$ cat config.mk
export PLATFORM = sky130hd
export DESIGN_NAME = elapsed_ms_calendar_clock_core_flat
export DESIGN_NICKNAME = d
export VERILOG_FILES = /design/src/hw/rtl/emcc_pkg.sv /design/src/hw/rtl/emcc_if.sv /design/src/hw/rtl/emcc_queue.sv /design/src/hw/rtl/emcc_front.sv /design/src/hw/rtl/emcc_back.sv /design/src/hw/rtl/elapsed_ms_calendar_clock_core.sv /design/src/flat_wrapper.sv
export SDC_FILE = /design/constraint.sdc
export NUM_CORES = 1
export LEC_CHECK = 0
export ABC_CLOCK_PERIOD_IN_PS = 12700
export BUFFER_PORTS_ARGS = -buffer_cell sky130_fd_sc_hd__buf_4
export CAP_MARGIN = 10
export CORE_MARGIN = 5
export CORE_UTILIZATION = 62
export CTS_CLUSTER_DIAMETER = 200
export DETAILED_ROUTE_END_ITERATION = 10
export GPL_TIMING_DRIVEN = 0
export HOLD_SLACK_MARGIN = 0.15
export PLACE_DENSITY = 0.84
export SLEW_MARGIN = 10
export SYNTH_ARGS = -nofsm -noshare
export SYNTH_HDL_FRONTEND = slang
export SYNTH_SLANG_ARGS = --single-unit
$ cat constraint.sdc
create_clock -name clk -period 12.7 [get_ports clk]
set_clock_uncertainty 0.15 [all_clocks]
set_input_delay 2.54 -clock clk [delete_from_list [all_inputs] [get_ports clk]]
set_output_delay 2.54 -clock clk [all_outputs]
set_load 0.05 [all_outputs]
$ cat src/hw/rtl/emcc_pkg.sv
// shared types, constants and calendar helpers for the elapsed-ms calendar clock
package emcc_pkg;

	localparam int STAMP_W     = 32;
	localparam int SEC_W       = 6;
	localparam int MIN_W       = 6;
	localparam int HOUR_W      = 5;
	localparam int DAY_W       = 5;
	localparam int MONTH_W     = 4;
	localparam int YEAR_W      = 6;
	localparam int FULL_YEAR_W = 16;
	localparam int DAYS_W      = 6;

	localparam int MS_PER_SEC   = 1000;
	localparam int SEC_PER_MIN  = 60;
	localparam int MIN_PER_HOUR = 60;
	localparam int HOUR_PER_DAY = 24;

	localparam int MAX_DAYS_PER_STAMP = 49;
	localparam int MAX_MONTH_DAYS     = 31;

	localparam logic [FULL_YEAR_W-1:0] BASE_YEAR_RESET = 16'd2000;
	localparam int                     YEAR_WRAP       = 64;
	localparam logic [YEAR_W-1:0]      YEAR_MAX        = 6'd63;

	localparam int YEAR_CYCLE = 400;
	localparam int CENTURY    = 100;

	localparam logic [MONTH_W-1:0] MONTH_JAN = 4'd1;
	localparam logic [MONTH_W-1:0] MONTH_FEB = 4'd2;
	localparam logic [MONTH_W-1:0] MONTH_DEC = 4'd12;

	localparam int QUEUE_DEPTH = 2;
	localparam int QUEUE_PTR_W = 1;
	localparam int QUEUE_CNT_W = 2;

	typedef struct packed {
		logic              is_set;
		logic [SEC_W-1:0]  sec;
		logic [MIN_W-1:0]  min;
		logic [HOUR_W-1:0] hour;
		logic [DAYS_W-1:0] day;
		logic [MONTH_W-1:0] month;
		logic [YEAR_W-1:0] year;
	} cmd_t;

	function automatic logic is_leap(input logic [FULL_YEAR_W-1:0] year);
		logic [16:0] r;
		logic [16:0] m;
		r = 17'(year);
		for (int k = 7; k >= 0; k--) begin
			m = 17'(YEAR_CYCLE) << k;
			if (r >= m) begin
				r = r - m;
			end
		end
		return (r == 17'd0) ||
			((r[1:0] == 2'b00) && (r != 17'(CENTURY)) && (r != 17'(2 * CENTURY)) &&
			(r != 17'(3 * CENTURY)));
	endfunction

	function automatic logic [DAY_W-1:0] month_days(input logic [MONTH_W-1:0] month,
		input logic leap);
		logic [DAY_W-1:0] n;
		case (month) inside
			MONTH_FEB: n = leap ? 5'd29 : 5'd28;
			4'd1, 4'd3, 4'd5, 4'd7, 4'd8, 4'd10, 4'd12: n = 5'd31;
			default: n = 5'd30;
		endcase
		return n;
	endfunction

endpackage

$ cat src/hw/rtl/emcc_if.sv
// valid/ready channel interfaces for items, results and the base year write port
interface emcc_item_if import emcc_pkg::*; ();
	logic                 valid;
	logic                 ready;
	logic                 kind;
	logic [STAMP_W-1:0]   now_ms;
	logic [SEC_W-1:0]     set_second;
	logic [MIN_W-1:0]     set_minute;
	logic [HOUR_W-1:0]    set_hour;
	logic [DAY_W-1:0]     set_day;
	logic [MONTH_W-1:0]   set_month;
	logic [YEAR_W-1:0]    set_year;

	modport source (output valid, kind, now_ms, set_second, set_minute, set_hour, set_day,
		set_month, set_year, input ready);
	modport sink (input valid, kind, now_ms, set_second, set_minute, set_hour, set_day,
		set_month, set_year, output ready);
endinterface

interface emcc_result_if import emcc_pkg::*; ();
	logic                   valid;
	logic                   ready;
	logic [SEC_W-1:0]       second;
	logic [MIN_W-1:0]       minute;
	logic [HOUR_W-1:0]      hour;
	logic [DAY_W-1:0]       day;
	logic [MONTH_W-1:0]     month;
	logic [YEAR_W-1:0]      year_offset;
	logic [FULL_YEAR_W-1:0] full_year;

	modport source (output valid, second, minute, hour, day, month, year_offset, full_year,
		input ready);
	modport sink (input valid, second, minute, hour, day, month, year_offset, full_year,
		output ready);
endinterface

interface emcc_cfg_if import emcc_pkg::*; ();
	logic                   valid;
	logic                   ready;
	logic [FULL_YEAR_W-1:0] data;

	modport source (output valid, data, input ready);
	modport sink (input valid, data, output ready);
endinterface

$ cat src/hw/rtl/emcc_queue.sv
// two-entry command queue between the front and back parts
module emcc_queue import emcc_pkg::*; (
	input  logic clk,
	input  logic arst_n,
	input  logic push_valid,
	output logic push_ready,
	input  cmd_t push_cmd,
	output logic pop_valid,
	input  logic pop_ready,
	output cmd_t pop_cmd
);

	cmd_t                   entry_q [QUEUE_DEPTH];
	logic [QUEUE_PTR_W-1:0] wr_ptr_q;
	logic [QUEUE_PTR_W-1:0] rd_ptr_q;
	logic [QUEUE_CNT_W-1:0] count_q;
	logic                   do_push;
	logic                   do_pop;

	assign push_ready = (count_q != QUEUE_CNT_W'(QUEUE_DEPTH));
	assign pop_valid  = (count_q != '0);
	assign pop_cmd    = entry_q[rd_ptr_q];
	assign do_push    = push_valid && push_ready;
	assign do_pop     = pop_valid && pop_ready;

	always_ff @(posedge clk) begin
		if (do_push) begin
			entry_q[wr_ptr_q] <= push_cmd;
		end
	end

	always_ff @(posedge clk or negedge arst_n) begin
		if (!arst_n) begin
			wr_ptr_q <= '0;
			rd_ptr_q <= '0;
			count_q  <= '0;
		end else begin
			if (do_push) begin
				wr_ptr_q <= wr_ptr_q + 1'b1;
			end
			if (do_pop) begin
				rd_ptr_q <= rd_ptr_q + 1'b1;
			end
			if (do_push && !do_pop) begin
				count_q <= count_q + 1'b1;
			end else if (do_pop && !do_push) begin
				count_q <= count_q - 1'b1;
			end
		end
	end

	assert property (@(posedge clk) disable iff (!arst_n)
		count_q <= QUEUE_CNT_W'(QUEUE_DEPTH))
		else $error("queue count beyond depth");

endmodule

$ cat src/hw/rtl/emcc_front.sv
// front part: takes items, splits elapsed time into seconds, minutes, hours and days
module emcc_front import emcc_pkg::*; (
	input  logic        clk,
	input  logic        arst_n,
	emcc_item_if.sink   item,
	output logic        push_valid,
	input  logic        push_ready,
	output cmd_t        push_cmd
);

	localparam logic [1:0] ST_IDLE = 2'd0;
	localparam logic [1:0] ST_DIV  = 2'd1;
	localparam logic [1:0] ST_PUSH = 2'd2;

	localparam logic [1:0] DIV_MS   = 2'd0;
	localparam logic [1:0] DIV_SEC  = 2'd1;
	localparam logic [1:0] DIV_MIN  = 2'd2;
	localparam logic [1:0] DIV_HOUR = 2'd3;

	localparam int STEPS_MS   = 16;
	localparam int STEPS_SEC  = 12;
	localparam int STEPS_MIN  = 9;
	localparam int STEPS_HOUR = 6;

	logic [1:0]         state_q;
	logic [1:0]         stage_q;
	logic [3:0]         step_q;
	logic [STAMP_W-1:0] last_q;
	logic [STAMP_W-1:0] quo_q;
	logic [9:0]         rem_q;
	cmd_t               cmd_q;

	logic [11:0]        divisor;
	logic [11:0]        div2;
	logic [11:0]        div3;
	logic [11:0]        trial;
	logic [1:0]         digit;
	logic [9:0]         rem_next;
	logic [STAMP_W-1:0] quo_next;

	assign item.ready = (state_q == ST_IDLE);
	assign push_valid = (state_q == ST_PUSH);
	assign push_cmd   = cmd_q;

	// radix-4 restoring step by a constant divisor
	always_comb begin
		unique case (stage_q)
			DIV_MS:  divisor = 12'(MS_PER_SEC);
			DIV_SEC: divisor = 12'(SEC_PER_MIN);
			DIV_MIN: divisor = 12'(MIN_PER_HOUR);
			default: divisor = 12'(HOUR_PER_DAY);
		endcase
		div2  = {divisor[10:0], 1'b0};
		div3  = div2 + divisor;
		trial = {rem_q, quo_q[STAMP_W-1 -: 2]};
		if (trial >= div3) begin
			digit    = 2'd3;
			rem_next = 10'(trial - div3);
		end else if (trial >= div2) begin
			digit    = 2'd2;
			rem_next = 10'(trial - div2);
		end else if (trial >= divisor) begin
			digit    = 2'd1;
			rem_next = 10'(trial - divisor);
		end else begin
			digit    = 2'd0;
			rem_next = trial[9:0];
		end
		quo_next = {quo_q[STAMP_W-3:0], digit};
	end

	always_ff @(posedge clk) begin
		unique case (state_q)
			ST_IDLE: begin
				if (item.valid) begin
					if (item.kind) begin
						cmd_q.is_set <= 1'b1;
						cmd_q.sec    <= item.set_second;
						cmd_q.min    <= item.set_minute;
						cmd_q.hour   <= item.set_hour;
						cmd_q.day    <= DAYS_W'(item.set_day);
						cmd_q.month  <= item.set_month;
						cmd_q.year   <= item.set_year;
					end else begin
						cmd_q.is_set <= 1'b0;
						cmd_q.month  <= '0;
						cmd_q.year   <= '0;
						quo_q        <= item.now_ms - last_q;
						rem_q        <= '0;
					end
				end
			end
			ST_DIV: begin
				if (step_q != '0) begin
					quo_q <= quo_next;
					rem_q <= rem_next;
				end else begin
					rem_q <= '0;
					unique case (stage_q)
						DIV_MS: begin
							quo_q <= quo_next << (STAMP_W - 2 * STEPS_SEC);
						end
						DIV_SEC: begin
							cmd_q.sec <= rem_next[SEC_W-1:0];
							quo_q     <= quo_next << (STAMP_W - 2 * STEPS_MIN);
						end
						DIV_MIN: begin
							cmd_q.min <= rem_next[MIN_W-1:0];
							quo_q     <= quo_next << (STAMP_W - 2 * STEPS_HOUR);
						end
						default: begin
							cmd_q.hour <= rem_next[HOUR_W-1:0];
							cmd_q.day  <= quo_next[DAYS_W-1:0];
						end
					endcase
				end
			end
			default: begin
			end
		endcase
	end

	always_ff @(posedge clk or negedge arst_n) begin
		if (!arst_n) begin
			state_q <= ST_IDLE;
			stage_q <= DIV_MS;
			step_q  <= '0;
			last_q  <= '0;
		end else begin
			unique case (state_q)
				ST_IDLE: begin
					if (item.valid) begin
						if (item.kind) begin
							state_q <= ST_PUSH;
						end else begin
							last_q  <= item.now_ms;
							stage_q <= DIV_MS;
							step_q  <= 4'(STEPS_MS - 1);
							state_q <= ST_DIV;
						end
					end
				end
				ST_DIV: begin
					if (step_q != '0) begin
						step_q <= step_q - 4'd1;
					end else begin
						unique case (stage_q)
							DIV_MS: begin
								stage_q <= DIV_SEC;
								step_q  <= 4'(STEPS_SEC - 1);
							end
							DIV_SEC: begin
								stage_q <= DIV_MIN;
								step_q  <= 4'(STEPS_MIN - 1);
							end
							DIV_MIN: begin
								stage_q <= DIV_HOUR;
								step_q  <= 4'(STEPS_HOUR - 1);
							end
							default: begin
								state_q <= ST_PUSH;
							end
						endcase
					end
				end
				ST_PUSH: begin
					if (push_ready) begin
						state_q <= ST_IDLE;
					end
				end
				default: begin
					state_q <= ST_IDLE;
				end
			endcase
		end
	end

	assert property (@(posedge clk) disable iff (!arst_n)
		(state_q == ST_DIV) |-> (12'(rem_q) < divisor))
		else $error("divider remainder not below divisor");

	assert property (@(posedge clk) disable iff (!arst_n)
		(push_valid && !cmd_q.is_set) |->
		((cmd_q.sec < SEC_W'(SEC_PER_MIN)) && (cmd_q.min < MIN_W'(MIN_PER_HOUR)) &&
		(cmd_q.hour < HOUR_W'(HOUR_PER_DAY)) && (cmd_q.day <= DAYS_W'(MAX_DAYS_PER_STAMP))))
		else $error("elapsed time split out of range");

endmodule

$ cat src/hw/rtl/emcc_back.sv
// back part: calendar state, carry sequencing, month walk and result register
module emcc_back import emcc_pkg::*; (
	input  logic           clk,
	input  logic           arst_n,
	emcc_cfg_if.sink       cfg,
	input  logic           pop_valid,
	output logic           pop_ready,
	input  cmd_t           pop_cmd,
	emcc_result_if.source  result
);

	localparam logic [2:0] ST_IDLE  = 3'd0;
	localparam logic [2:0] ST_NEXT  = 3'd1;
	localparam logic [2:0] ST_ADD   = 3'd2;
	localparam logic [2:0] ST_DLEN  = 3'd3;
	localparam logic [2:0] ST_DSTEP = 3'd4;
	localparam logic [2:0] ST_OUT   = 3'd5;

	localparam logic [2:0] PART_SEC  = 3'd0;
	localparam logic [2:0] PART_MIN  = 3'd1;
	localparam logic [2:0] PART_HOUR = 3'd2;
	localparam logic [2:0] PART_DAY  = 3'd3;
	localparam logic [2:0] PART_DONE = 3'd4;

	localparam logic [1:0] UNIT_SEC  = 2'd0;
	localparam logic [1:0] UNIT_MIN  = 2'd1;
	localparam logic [1:0] UNIT_HOUR = 2'd2;

	logic [2:0]             state_q;
	logic [2:0]             part_q;
	logic [1:0]             unit_q;
	logic [DAYS_W-1:0]      amt_q;
	logic [6:0]             d_q;
	logic [DAY_W-1:0]       len_q;
	cmd_t                   cmd_q;

	logic [SEC_W-1:0]       cur_sec_q;
	logic [MIN_W-1:0]       cur_min_q;
	logic [HOUR_W-1:0]      cur_hour_q;
	logic [DAY_W-1:0]       cur_day_q;
	logic [MONTH_W-1:0]     cur_month_q;
	logic [YEAR_W-1:0]      cur_year_q;
	logic [FULL_YEAR_W-1:0] year_base_q;

	logic                   res_valid_q;
	logic [SEC_W-1:0]       res_sec_q;
	logic [MIN_W-1:0]       res_min_q;
	logic [HOUR_W-1:0]      res_hour_q;
	logic [DAY_W-1:0]       res_day_q;
	logic [MONTH_W-1:0]     res_month_q;
	logic [YEAR_W-1:0]      res_year_q;
	logic [FULL_YEAR_W-1:0] res_full_q;

	logic [6:0]             add_cur;
	logic [6:0]             add_lim;
	logic [6:0]             add_sum;
	logic [6:0]             add_res;
	logic                   add_carry;
	logic                   out_load;

	assign pop_ready          = (state_q == ST_IDLE);
	assign cfg.ready          = 1'b1;
	assign out_load           = (state_q == ST_OUT) && (!res_valid_q || result.ready);
	assign result.valid       = res_valid_q;
	assign result.second      = res_sec_q;
	assign result.minute      = res_min_q;
	assign result.hour        = res_hour_q;
	assign result.day         = res_day_q;
	assign result.month       = res_month_q;
	assign result.year_offset = res_year_q;
	assign result.full_year   = res_full_q;

	// one unit add with a single carry out
	always_comb begin
		unique case (unit_q)
			UNIT_SEC: begin
				add_cur = 7'(cur_sec_q);
				add_lim = 7'(SEC_PER_MIN);
			end
			UNIT_MIN: begin
				add_cur = 7'(cur_min_q);
				add_lim = 7'(MIN_PER_HOUR);
			end
			default: begin
				add_cur = 7'(cur_hour_q);
				add_lim = 7'(HOUR_PER_DAY);
			end
		endcase
		add_sum   = add_cur + 7'(amt_q);
		add_carry = (add_sum >= add_lim);
		add_res   = add_carry ? (add_sum - add_lim) : add_sum;
	end

	always_ff @(posedge clk) begin
		if (state_q == ST_IDLE && pop_valid) begin
			cmd_q <= pop_cmd;
		end
		if (out_load) begin
			res_sec_q   <= cur_sec_q;
			res_min_q   <= cur_min_q;
			res_hour_q  <= cur_hour_q;
			res_day_q   <= cur_day_q;
			res_month_q <= cur_month_q;
			res_year_q  <= cur_year_q;
			res_full_q  <= year_base_q + FULL_YEAR_W'(cur_year_q);
		end
		unique case (state_q)
			ST_NEXT: begin
				unique case (part_q)
					PART_SEC:  amt_q <= cmd_q.sec;
					PART_MIN:  amt_q <= cmd_q.min;
					PART_HOUR: amt_q <= DAYS_W'(cmd_q.hour);
					PART_DAY:  d_q   <= 7'(cur_day_q) + 7'(cmd_q.day);
					default: begin
					end
				endcase
			end
			ST_ADD: begin
				if (add_carry) begin
					amt_q <= DAYS_W'(1);
					d_q   <= 7'(cur_day_q) + 7'd1;
				end
			end
			ST_DLEN: begin
				len_q <= month_days(cur_month_q,
					is_leap(year_base_q + FULL_YEAR_W'(cur_year_q)));
			end
			ST_DSTEP: begin
				if (d_q > 7'(len_q)) begin
					d_q <= d_q - 7'(len_q);
				end
			end
			default: begin
			end
		endcase
	end

	always_ff @(posedge clk or negedge arst_n) begin
		if (!arst_n) begin
			state_q     <= ST_IDLE;
			part_q      <= PART_SEC;
			unit_q      <= UNIT_SEC;
			cur_sec_q   <= '0;
			cur_min_q   <= '0;
			cur_hour_q  <= '0;
			cur_day_q   <= DAY_W'(1);
			cur_month_q <= MONTH_JAN;
			cur_year_q  <= '0;
			year_base_q <= BASE_YEAR_RESET;
			res_valid_q <= 1'b0;
		end else begin
			if (out_load) begin
				res_valid_q <= 1'b1;
			end else if (result.ready) begin
				res_valid_q <= 1'b0;
			end
			unique case (state_q)
				ST_IDLE: begin
					if (pop_valid) begin
						if (pop_cmd.is_set) begin
							cur_sec_q   <= pop_cmd.sec;
							cur_min_q   <= pop_cmd.min;
							cur_hour_q  <= pop_cmd.hour;
							cur_day_q   <= pop_cmd.day[DAY_W-1:0];
							cur_month_q <= pop_cmd.month;
							cur_year_q  <= pop_cmd.year;
							state_q     <= ST_OUT;
						end else begin
							part_q  <= PART_SEC;
							state_q <= ST_NEXT;
						end
					end
				end
				ST_NEXT: begin
					unique case (part_q)
						PART_SEC: begin
							part_q <= PART_MIN;
							unit_q <= UNIT_SEC;
							if (cmd_q.sec != '0) begin
								state_q <= ST_ADD;
							end
						end
						PART_MIN: begin
							part_q <= PART_HOUR;
							unit_q <= UNIT_MIN;
							if (cmd_q.min != '0) begin
								state_q <= ST_ADD;
							end
						end
						PART_HOUR: begin
							part_q <= PART_DAY;
							unit_q <= UNIT_HOUR;
							if (cmd_q.hour != '0) begin
								state_q <= ST_ADD;
							end
						end
						PART_DAY: begin
							part_q <= PART_DONE;
							if (cmd_q.day != '0) begin
								state_q <= ST_DLEN;
							end
						end
						default: begin
							state_q <= ST_OUT;
						end
					endcase
				end
				ST_ADD: begin
					unique case (unit_q)
						UNIT_SEC: cur_sec_q <= add_res[SEC_W-1:0];
						UNIT_MIN: cur_min_q <= add_res[MIN_W-1:0];
						default:  cur_hour_q <= add_res[HOUR_W-1:0];
					endcase
					if (!add_carry) begin
						state_q <= ST_NEXT;
					end else if (unit_q == UNIT_HOUR) begin
						state_q <= ST_DLEN;
					end else begin
						unit_q <= unit_q + 2'd1;
					end
				end
				ST_DLEN: begin
					state_q <= ST_DSTEP;
				end
				ST_DSTEP: begin
					if (d_q > 7'(len_q)) begin
						if (cur_month_q == MONTH_DEC) begin
							cur_month_q <= MONTH_JAN;
							if (cur_year_q == YEAR_MAX) begin
								cur_year_q  <= '0;
								year_base_q <= year_base_q + FULL_YEAR_W'(YEAR_WRAP);
							end else begin
								cur_year_q <= cur_year_q + 6'd1;
							end
						end else begin
							cur_month_q <= cur_month_q + 4'd1;
						end
						state_q <= ST_DLEN;
					end else begin
						cur_day_q <= d_q[DAY_W-1:0];
						state_q   <= ST_NEXT;
					end
				end
				ST_OUT: begin
					if (out_load) begin
						state_q <= ST_IDLE;
					end
				end
				default: begin
					state_q <= ST_IDLE;
				end
			endcase
			if (cfg.valid) begin
				year_base_q <= cfg.data;
			end
		end
	end

	assert property (@(posedge clk) disable iff (!arst_n)
		(state_q == ST_DSTEP) |-> ((len_q >= 5'd28) && (len_q <= 5'd31)))
		else $error("month length out of range");

	assert property (@(posedge clk) disable iff (!arst_n)
		(state_q == ST_ADD) |-> (7'(amt_q) < add_lim))
		else $error("unit add amount not below unit limit");

	assert property (@(posedge clk) disable iff (!arst_n)
		((state_q == ST_DLEN) || (state_q == ST_DSTEP)) |->
		(d_q <= 7'(MAX_MONTH_DAYS + MAX_DAYS_PER_STAMP)))
		else $error("pending day count out of range");

endmodule

$ cat src/hw/rtl/elapsed_ms_calendar_clock_core.sv
// a set item loads the calendar state and goes to the result register; a timestamp item
// passes the shared radix-4 divider (by 1000, 60, 60, 24), then each nonzero unit add or carry
// and, per month crossed, a month length lookup and a day step; front and back overlap
// throughput: one timestamp item per divider pass while the 2-entry queue between them has room
// reset: arst_n clears the clock to 00:00:00, day 1, month 1, offset 0, base year 2000
module elapsed_ms_calendar_clock_core import emcc_pkg::*; (
	input  logic          clk,
	input  logic          arst_n,
	emcc_item_if.sink     item,
	emcc_result_if.source result,
	emcc_cfg_if.sink      cfg
);

	logic push_valid;
	logic push_ready;
	cmd_t push_cmd;
	logic pop_valid;
	logic pop_ready;
	cmd_t pop_cmd;

	emcc_front u_front (
		.clk        (clk),
		.arst_n     (arst_n),
		.item       (item),
		.push_valid (push_valid),
		.push_ready (push_ready),
		.push_cmd   (push_cmd)
	);

	emcc_queue u_queue (
		.clk        (clk),
		.arst_n     (arst_n),
		.push_valid (push_valid),
		.push_ready (push_ready),
		.push_cmd   (push_cmd),
		.pop_valid  (pop_valid),
		.pop_ready  (pop_ready),
		.pop_cmd    (pop_cmd)
	);

	emcc_back u_back (
		.clk       (clk),
		.arst_n    (arst_n),
		.cfg       (cfg),
		.pop_valid (pop_valid),
		.pop_ready (pop_ready),
		.pop_cmd   (pop_cmd),
		.result    (result)
	);

endmodule
$ cat src/flat_wrapper.sv
// flat-port wrapper written by rule: the top's interface ports become plain ports
module elapsed_ms_calendar_clock_core_flat import emcc_pkg::*;
  (clk, arst_n, item_valid, item_kind, item_now_ms, item_set_second, item_set_minute, item_set_hour, item_set_day, item_set_month, item_set_year, item_ready, result_valid, result_second, result_minute, result_hour, result_day, result_month, result_year_offset, result_full_year, result_ready, cfg_valid, cfg_data, cfg_ready);
  emcc_item_if item_i ();
  emcc_result_if result_i ();
  emcc_cfg_if cfg_i ();
  input  logic clk;
  input  logic arst_n;
  input wire logic [$bits(item_i.valid)-1:0] item_valid;
  input wire logic [$bits(item_i.kind)-1:0] item_kind;
  input wire logic [$bits(item_i.now_ms)-1:0] item_now_ms;
  input wire logic [$bits(item_i.set_second)-1:0] item_set_second;
  input wire logic [$bits(item_i.set_minute)-1:0] item_set_minute;
  input wire logic [$bits(item_i.set_hour)-1:0] item_set_hour;
  input wire logic [$bits(item_i.set_day)-1:0] item_set_day;
  input wire logic [$bits(item_i.set_month)-1:0] item_set_month;
  input wire logic [$bits(item_i.set_year)-1:0] item_set_year;
  output wire logic [$bits(item_i.ready)-1:0] item_ready;
  output wire logic [$bits(result_i.valid)-1:0] result_valid;
  output wire logic [$bits(result_i.second)-1:0] result_second;
  output wire logic [$bits(result_i.minute)-1:0] result_minute;
  output wire logic [$bits(result_i.hour)-1:0] result_hour;
  output wire logic [$bits(result_i.day)-1:0] result_day;
  output wire logic [$bits(result_i.month)-1:0] result_month;
  output wire logic [$bits(result_i.year_offset)-1:0] result_year_offset;
  output wire logic [$bits(result_i.full_year)-1:0] result_full_year;
  input wire logic [$bits(result_i.ready)-1:0] result_ready;
  input wire logic [$bits(cfg_i.valid)-1:0] cfg_valid;
  input wire logic [$bits(cfg_i.data)-1:0] cfg_data;
  output wire logic [$bits(cfg_i.ready)-1:0] cfg_ready;
  assign item_i.valid = item_valid;
  assign item_i.kind = item_kind;
  assign item_i.now_ms = item_now_ms;
  assign item_i.set_second = item_set_second;
  assign item_i.set_minute = item_set_minute;
  assign item_i.set_hour = item_set_hour;
  assign item_i.set_day = item_set_day;
  assign item_i.set_month = item_set_month;
  assign item_i.set_year = item_set_year;
  assign item_ready = item_i.ready;
  assign result_valid = result_i.valid;
  assign result_second = result_i.second;
  assign result_minute = result_i.minute;
  assign result_hour = result_i.hour;
  assign result_day = result_i.day;
  assign result_month = result_i.month;
  assign result_year_offset = result_i.year_offset;
  assign result_full_year = result_i.full_year;
  assign result_i.ready = result_ready;
  assign cfg_i.valid = cfg_valid;
  assign cfg_i.data = cfg_data;
  assign cfg_ready = cfg_i.ready;
  elapsed_ms_calendar_clock_core u_core (.clk(clk), .arst_n(arst_n), .item(item_i), .result(result_i), .cfg(cfg_i));
endmodule
Word-level counts from Yosys, hierarchy flattened

Memory sizes are Yosys's and may differ from the RTL's.
Cells that the tools add are included.
Widths: inputs -> output; s select.

Memories kept: 1
Bits in registers: 266
Output and inout port bits: 51
ROM bits: 0
Logic and storage cells: 332
Latch bits: 0
Input bits: 86
RAM bits: 68

Memories:

| name                   | depth | bits a word | read ports | clocked after memory_dff | wr ports | RTL line         | source |
|---|---|---|---|---|---|---|---|
| u_core.u_queue.entry_q | 2     | 34          | 1          | 0                        | 1        | emcc_queue.sv:13 | `cmd_t entry_q [QUEUE_DEPTH];` |

Divide/modulo/power cells: 0
Mux-type cells: 128
Equal/unequal tests: 57
$mul: 0
Bitwise logic cells: 1
Reductions and logical operators: 63
Shifts and indexed selects: 0
Add/subtract/negate cells: 28
$lt $le $gt $ge: 13

Operators by type and width:

| operator           | number |
|---|---|
| $mux 17            | 16 |
| $mux 32            | 3 |
| $mux 6             | 16 |
| $pmux 32 s3        | 1 |
| $mux 16            | 5 |
| $mux 10            | 7 |
| $pmux 32 s2        | 1 |
| $pmux 6 s2         | 5 |
| $mux 23            | 2 |
| $pmux 23 s2        | 1 |
| $reduce_and 4->1   | 11 |
| $pmux 10 s2        | 2 |
| $ne 2x2->1 const B | 19 |
| $mux 3             | 11 |
| $mux 33            | 1 |
| $mux 2             | 16 |
| $sub 32x32->32     | 1 |
| $mux 5             | 6 |
| $sub 10x10->10     | 3 |
| $mux 4             | 7 |
| $reduce_and 5->1   | 5 |
| $pmux 3 s4         | 2 |
| $reduce_bool 2->1  | 12 |
| $mux 7             | 3 |
| other kinds (82)   | 134 |

Longest topological paths before layout

Depth in word-level cells: 32
Mapped depth: 40
Depth with buffers taken out: 39

Modules after synthesis

A second synthesis with hierarchy kept.

Cells, all modules: 2047
Area total of the unflattened synthesis: 20736.1 um^2

Modules (own cells, without submodules):

| module     | seq. area each (um^2) | area each (um^2) | cells each | times used |
|---|---|---|---|---|
| emcc_back  | 4018.9                | 10030.9          | 1064       | 1 |
| emcc_front | 3283.1                | 7906.3           | 859        | 1 |
| emcc_queue | 2142.1                | 2798.9           | 124        | 1 |

Least setup slack after synthesis

No wires, ideal clock.

Kind: register -> register
From: register u_core.u_back.cur_year_q[0]
To: register u_core.u_back.len_q[0] (data pin)
Buffers on the path: 0
Cell stages (with the launch flop): 39
Data required time: 12.286 ns
Setup time: 0.264 ns
Period minus slack after synthesis: 10.030 ns
Path slack: 2.670 ns
Arrival time: 9.617 ns
Cell sequence: dfrtp_1 -> ha_1 -> fa_1 -> a21o_1 -> and4_1 -> o211a_1 -> xnor2_1 -> ha_1 -> a211oi_1 -> and2_1 -> a21oi_1 -> ha_1 -> o21a_1 -> o31ai_1 -> a2111oi_0 -> a211oi_2 -> nand3_4 -> a21oi_4 -> (+3 left out) -> mux2i_1 -> o21a_1 -> nor3_1 -> o2111a_1 -> nand3_1 -> xnor2_1 -> ha_1 -> nand3_1 -> nor4_1 -> nor2_1 -> o21a_1 -> or3_4 -> a211o_1 -> nor3_1 -> a211oi_1 -> or4_1 -> a21oi_1 -> o21ai_1

Word-level cells in the longest chain between the ends: 32
Elaborated cells on any way between the ends: 44
Classes of those cells: add/sub (9); order compare (8); eq/ne (3); mux (18); reduce/logical (6)

RTL lines:

| item                                                  | RTL line                       | source |
|---|---|---|
| start, declared                                       | emcc_back.sv:42                | `logic [YEAR_W-1:0] cur_year_q;` |
| start signal, assigned                                | emcc_back.sv:166               | `cur_year_q <= pop_cmd.year;` |
| start signal, assigned                                | emcc_back.sv:233               | `cur_year_q <= cur_year_q + 6'd1;` |
| $add 16x6->16 *                                       | emcc_back.sv:126               | `is_leap(year_base_q + FULL_YEAR_W'(cur_year_q)));` |
| $sub 16x16->17 / $ge 16x16->1 (equally long branches) | emcc_pkg.sv:54, emcc_pkg.sv:53 |  |
| $mux 17 *                                             | emcc_pkg.sv:53                 | `if (r >= m) begin` |
| $mux 17 *                                             | emcc_back.sv:107               | `unique case (state_q)` |
| $sub 17x15->17 / $ge 17x15->1 (equally long branches) | emcc_pkg.sv:54, emcc_pkg.sv:53 |  |
| $mux 17 *                                             | emcc_pkg.sv:53                 |  |
| $mux 17 *                                             | emcc_back.sv:107               |  |
| $sub 17x14->17 / $ge 17x14->1 (equally long branches) | emcc_pkg.sv:54, emcc_pkg.sv:53 |  |
| (+14 left out)                                        | -                              |  |
| $sub 17x9->17 / $ge 17x9->1 (equally long branches)   | emcc_pkg.sv:54, emcc_pkg.sv:53 |  |
| $mux 17 *                                             | emcc_pkg.sv:53                 |  |
| $mux 17 *                                             | emcc_back.sv:107               |  |
| $ne 17x7->1 / $logic_not 2->1 (equally long branches) | emcc_pkg.sv:58                 | `((r[1:0] == 2'b00) && (r != 17'(CENTURY)) && (r != 17'(2 * CENTURY)) &&` |
| $logic_and 1x1->1 (3 in a row)                        | emcc_pkg.sv:58                 |  |
| $logic_or 1x1->1 *                                    | emcc_pkg.sv:57                 | `return (r == 17'd0) \|\|` |
| $mux 1 *                                              | emcc_pkg.sv:66                 | `MONTH_FEB: n = leap ? 5'd29 : 5'd28;` |
| $mux 2 *                                              | emcc_pkg.sv:65                 | `case (month) inside` |
| end signal, assigned                                  | emcc_back.sv:125               | `len_q <= month_days(cur_month_q,` |
| end, declared                                         | emcc_back.sv:34                | `logic [DAY_W-1:0] len_q;` |

Every way passes the cells marked *; elsewhere a longest branch is shown, timed or not. The select of a mux whose other input is x is not followed.
A chain may end at the register's enable or synchronous reset.

Worst setup path in the final report

Same ends and word-level chain as after synthesis.

==> run metrics <==
number of DRC markers in iteration 0 1,576; WHS Path Cells 0; Die Span X 191 um; initial antenna violation count 1; first-pass GRT wire length 84.6 mm; DR vias/cell 6.38; Critical Path Stages 38; Root Driver clkbuf_16; Setup crit start kind register; fmax 84.3 MHz; fin nets 2,382; via count of the first global-routing pass 16,400; Critical Path Fanout Max 9; slew margin rel. 0.267; Distinct cells, synth 105; final slew viol count 0; core area 0.0325 mm2; Total Die Area 0.0365 mm2; via count 17,000; Hold Fails Final Rpt 0; Non-Filler Instances 2,664; final wirelength 52.7 mm; Endpoint, Worst Hold u_core.u_queue.entry_q[1][8]$_DFFE_PP_; Mapped Cells 2,016; final worst path period need 11.86 ns; GP Congestion 0.947; CP max stage delay 0.52 ns; YS warnings 0; Synth Cell Area 0.0203 mm2; reg2reg path depth 38; crit-path leading delay family simple AND/OR/NAND/NOR gates; worst hold margin 0.273 ns; post-synthesis to final-layout area growth 15.1%; CP max-delay cell a211oi_4; reg2reg start u_core.u_back.cur_year_q[0]$_DFFE_PN0P_; Async SR Flop Fraction 0.305; row count 66; Critical R2R Capture u_core.u_back.len_q[0]$_DFFE_PN_; reg-to-reg setup timing slack 0.84 ns; sequential area share after synthesis 0.465; H-tree Lvls 2; dpl cells 2,597; hpwl dp 39.0 mm; IO buf count 134; Avg WL per Cell 19.8 um; Die Ht 191 um; FF+latch count, synth 331; Hold Crit Start u_core.u_front.push_cmd[8]$_SDFFCE_PN0P_; Primary FF master, synth edfxtp_1; DRC 0; Max clock buf depth 3; number of inserted diodes 0; Buf+Inv Stages, Crit Path 1; syn_area_per_cell 10.1 um2; multi-input logic area 0.0102 mm2; Crit. End Element register; Total GRT Usage 0.285; MaxCap Viol Count 0; CP required 12.80 ns; HP Class reg2reg; Arrival @ worst endpoint 11.96 ns; Seq. cell area 0.00944 mm2; CTS tree yes; outcome completed; largest net degree at the start of global routing 102; CTS Buf Count 37; Detailed Routing Iterations Pass 1 6; Setup violations, final 0; starting density of the core 0.626; worst-skew pair later-pin latency 0.53 ns; EDFF count, synth 230; Setup TNS Final 0 ns; clk slew on worst S/H paths 0.06 ns; most frequent cell on the critical path ha_1; critical path class reg2reg; clk sinks 331; Final ANT Viol Nets 0; total grt overflow 0; share of layout cells above drive strength 1 0.144; syn nets 2,204; io pins 137; CTS Hold Bufs 0; slew at the pin with the worst max-slew slack 1.10 ns; FILL cells 2,336; Tcrit/Tclk final 0.934; CP startpoint u_core.u_back.cur_year_q[0]$_DFFE_PN0P_
==> metal layers <==
layer	vias to the layer above	wire, um	GRT usage	share of wire
li1	7917	-	-	-
met5	-	0	0	0
met2	764	24800	0.465	0.47
met1	8167	22200	0.398	0.42
met3	135	4090	0.0420	0.078
met4	0	1610	0.0845	0.031
==> Yosys cell counts, types with 21 or more instances <==
cell	instances	area [um2]
dfrtp_1	93	2330
o211ai_1	27	203
ha_1	96	1200
nand3_1	58	290
mux2_2	37	417
nand2_1	199	747
a31oi_1	23	144
o21ai_0	155	776
mux2i_1	43	430
clkbuf_1	72	270
a21o_1	44	330
nor3_1	44	220
edfxtp_1	230	6910
a211oi_1	21	158
inv_1	116	435
and2_1	36	225
o31ai_1	25	188
xor2_1	38	333
a21oi_1	113	566
nor2_1	127	477
nand2b_1	25	156
xnor2_1	40	350
==> worst register-to-register path, delay by kind of cell, from the launching register on <==
| family | cells | cell delay, ns |
|---|---|---|
| buffers and inverters | 1 | 0.46 |
| multiplexers | 1 | 0.21 |
| AO/OA/AOI/OAI | 12 | 3.16 |
| flip-flops | 1 | 0.46 |
| adder cells (fa/ha/maj) | 5 | 1.53 |
| XOR/XNOR | 4 | 1.61 |
| AND/OR/NAND/NOR | 15 | 4.02 |
==> sequential cells by signal, indices dropped and copies added (netlist names), 7 cells and up <==
register,count
u_core.u_queue.entry_q,68
u_core.u_front.rem_q,10
u_core.u_back.d_q,7
u_core.u_back.cmd_q,23
u_core.u_back.year_base_q,16
u_core.u_front.quo_q,32
u_core.u_back.result.full_year,16
u_core.u_front.push_cmd,34
u_core.u_front.last_q,32
==> metrics by stage <==
stage	setup slack, ns	cell area, um2	util
after floorplan	2.67	20300	-
after global placement	0.679	21900	0.674
after CTS	0.463	23300	0.718
final	0.836	23400	0.721
after global routing	-0.0266	23400	0.721
after detailed placement	0.534	22100	0.680
==> cell usage in the layout, fill, tap and decap left out, types with 12 or more instances in the layout <==
master	instances
edfxtp_1	230
a221oi_1	16
nor3_1	42
o21ai_0	154
nand4_1	15
and2_1	35
ha_1	96
clkbuf_1	76
or3_1	15
o21a_1	12
a21o_1	44
o31ai_1	25
a21oi_1	112
nand2b_1	25
inv_1	116
clkbuf_16	38
a22oi_1	15
xnor2_1	40
a31oi_1	22
a211oi_1	19
nand3_1	58
o211ai_1	27
mux2i_1	43
mux2_2	37
xor2_1	36
buf_4	134
nor2b_1	17
and3_1	18
nand2_1	199
dfrtp_1	93
nor2_1	124
==> worst max-delay path by stage <==
stage,endpoint,slack (ns)
after floorplan,u_core.u_back.len_q[0]$_DFFE_PN_,2.67
after global placement,u_core.u_back.len_q[0]$_DFFE_PN_,0.68
after detailed placement,u_core.u_back.len_q[0]$_DFFE_PN_,0.53
after CTS,u_core.u_back.len_q[0]$_DFFE_PN_,0.46
after global routing,u_core.u_back.len_q[0]$_DFFE_PN_,-0.03
final,u_core.u_back.len_q[0]$_DFFE_PN_,0.84
==> cell type report <==
class	count	share of cell area
flip-flops and latches	331	0.404
repair buffers	139	0.0491
well taps	442	0.0236
plain buffers	80	0.0137
clock buffers	43	0.0419
multi-input cells	1486	0.437
inverters	119	0.0194
clock inverters	24	0.0119
==> kinds of logic (layout without fill, tap and decap cells) <==
| logic type | count (synthesis) | count (layout) | synth area share |
|---|---|---|---|
| other | 1 | 1 | 0.000185 |
| xor gates and xnor gates | 78 | 78 | 0.0336 |
| DFF | 331 | 331 | 0.465 |
| adders and majority gates | 102 | 102 | 0.0650 |
| and+or+nand+nor | 615 | 615 | 0.150 |
| buffers and inverters | 199 | 405 | 0.0379 |
| AOI/OAI and AO/OA | 609 | 609 | 0.206 |
| muxes | 81 | 81 | 0.0424 |
==> repair_timing <==
| item | CTS | global route |
|---|---|---|
| resized for setup | 0 | 13 |
| setup buffers | 0 | 0 |
| endpoints found under the setup margin | 0 | 1 |
Power is not shown: default switching activity piles up to over one toggle a cycle in this logic, so the estimate is an artifact.
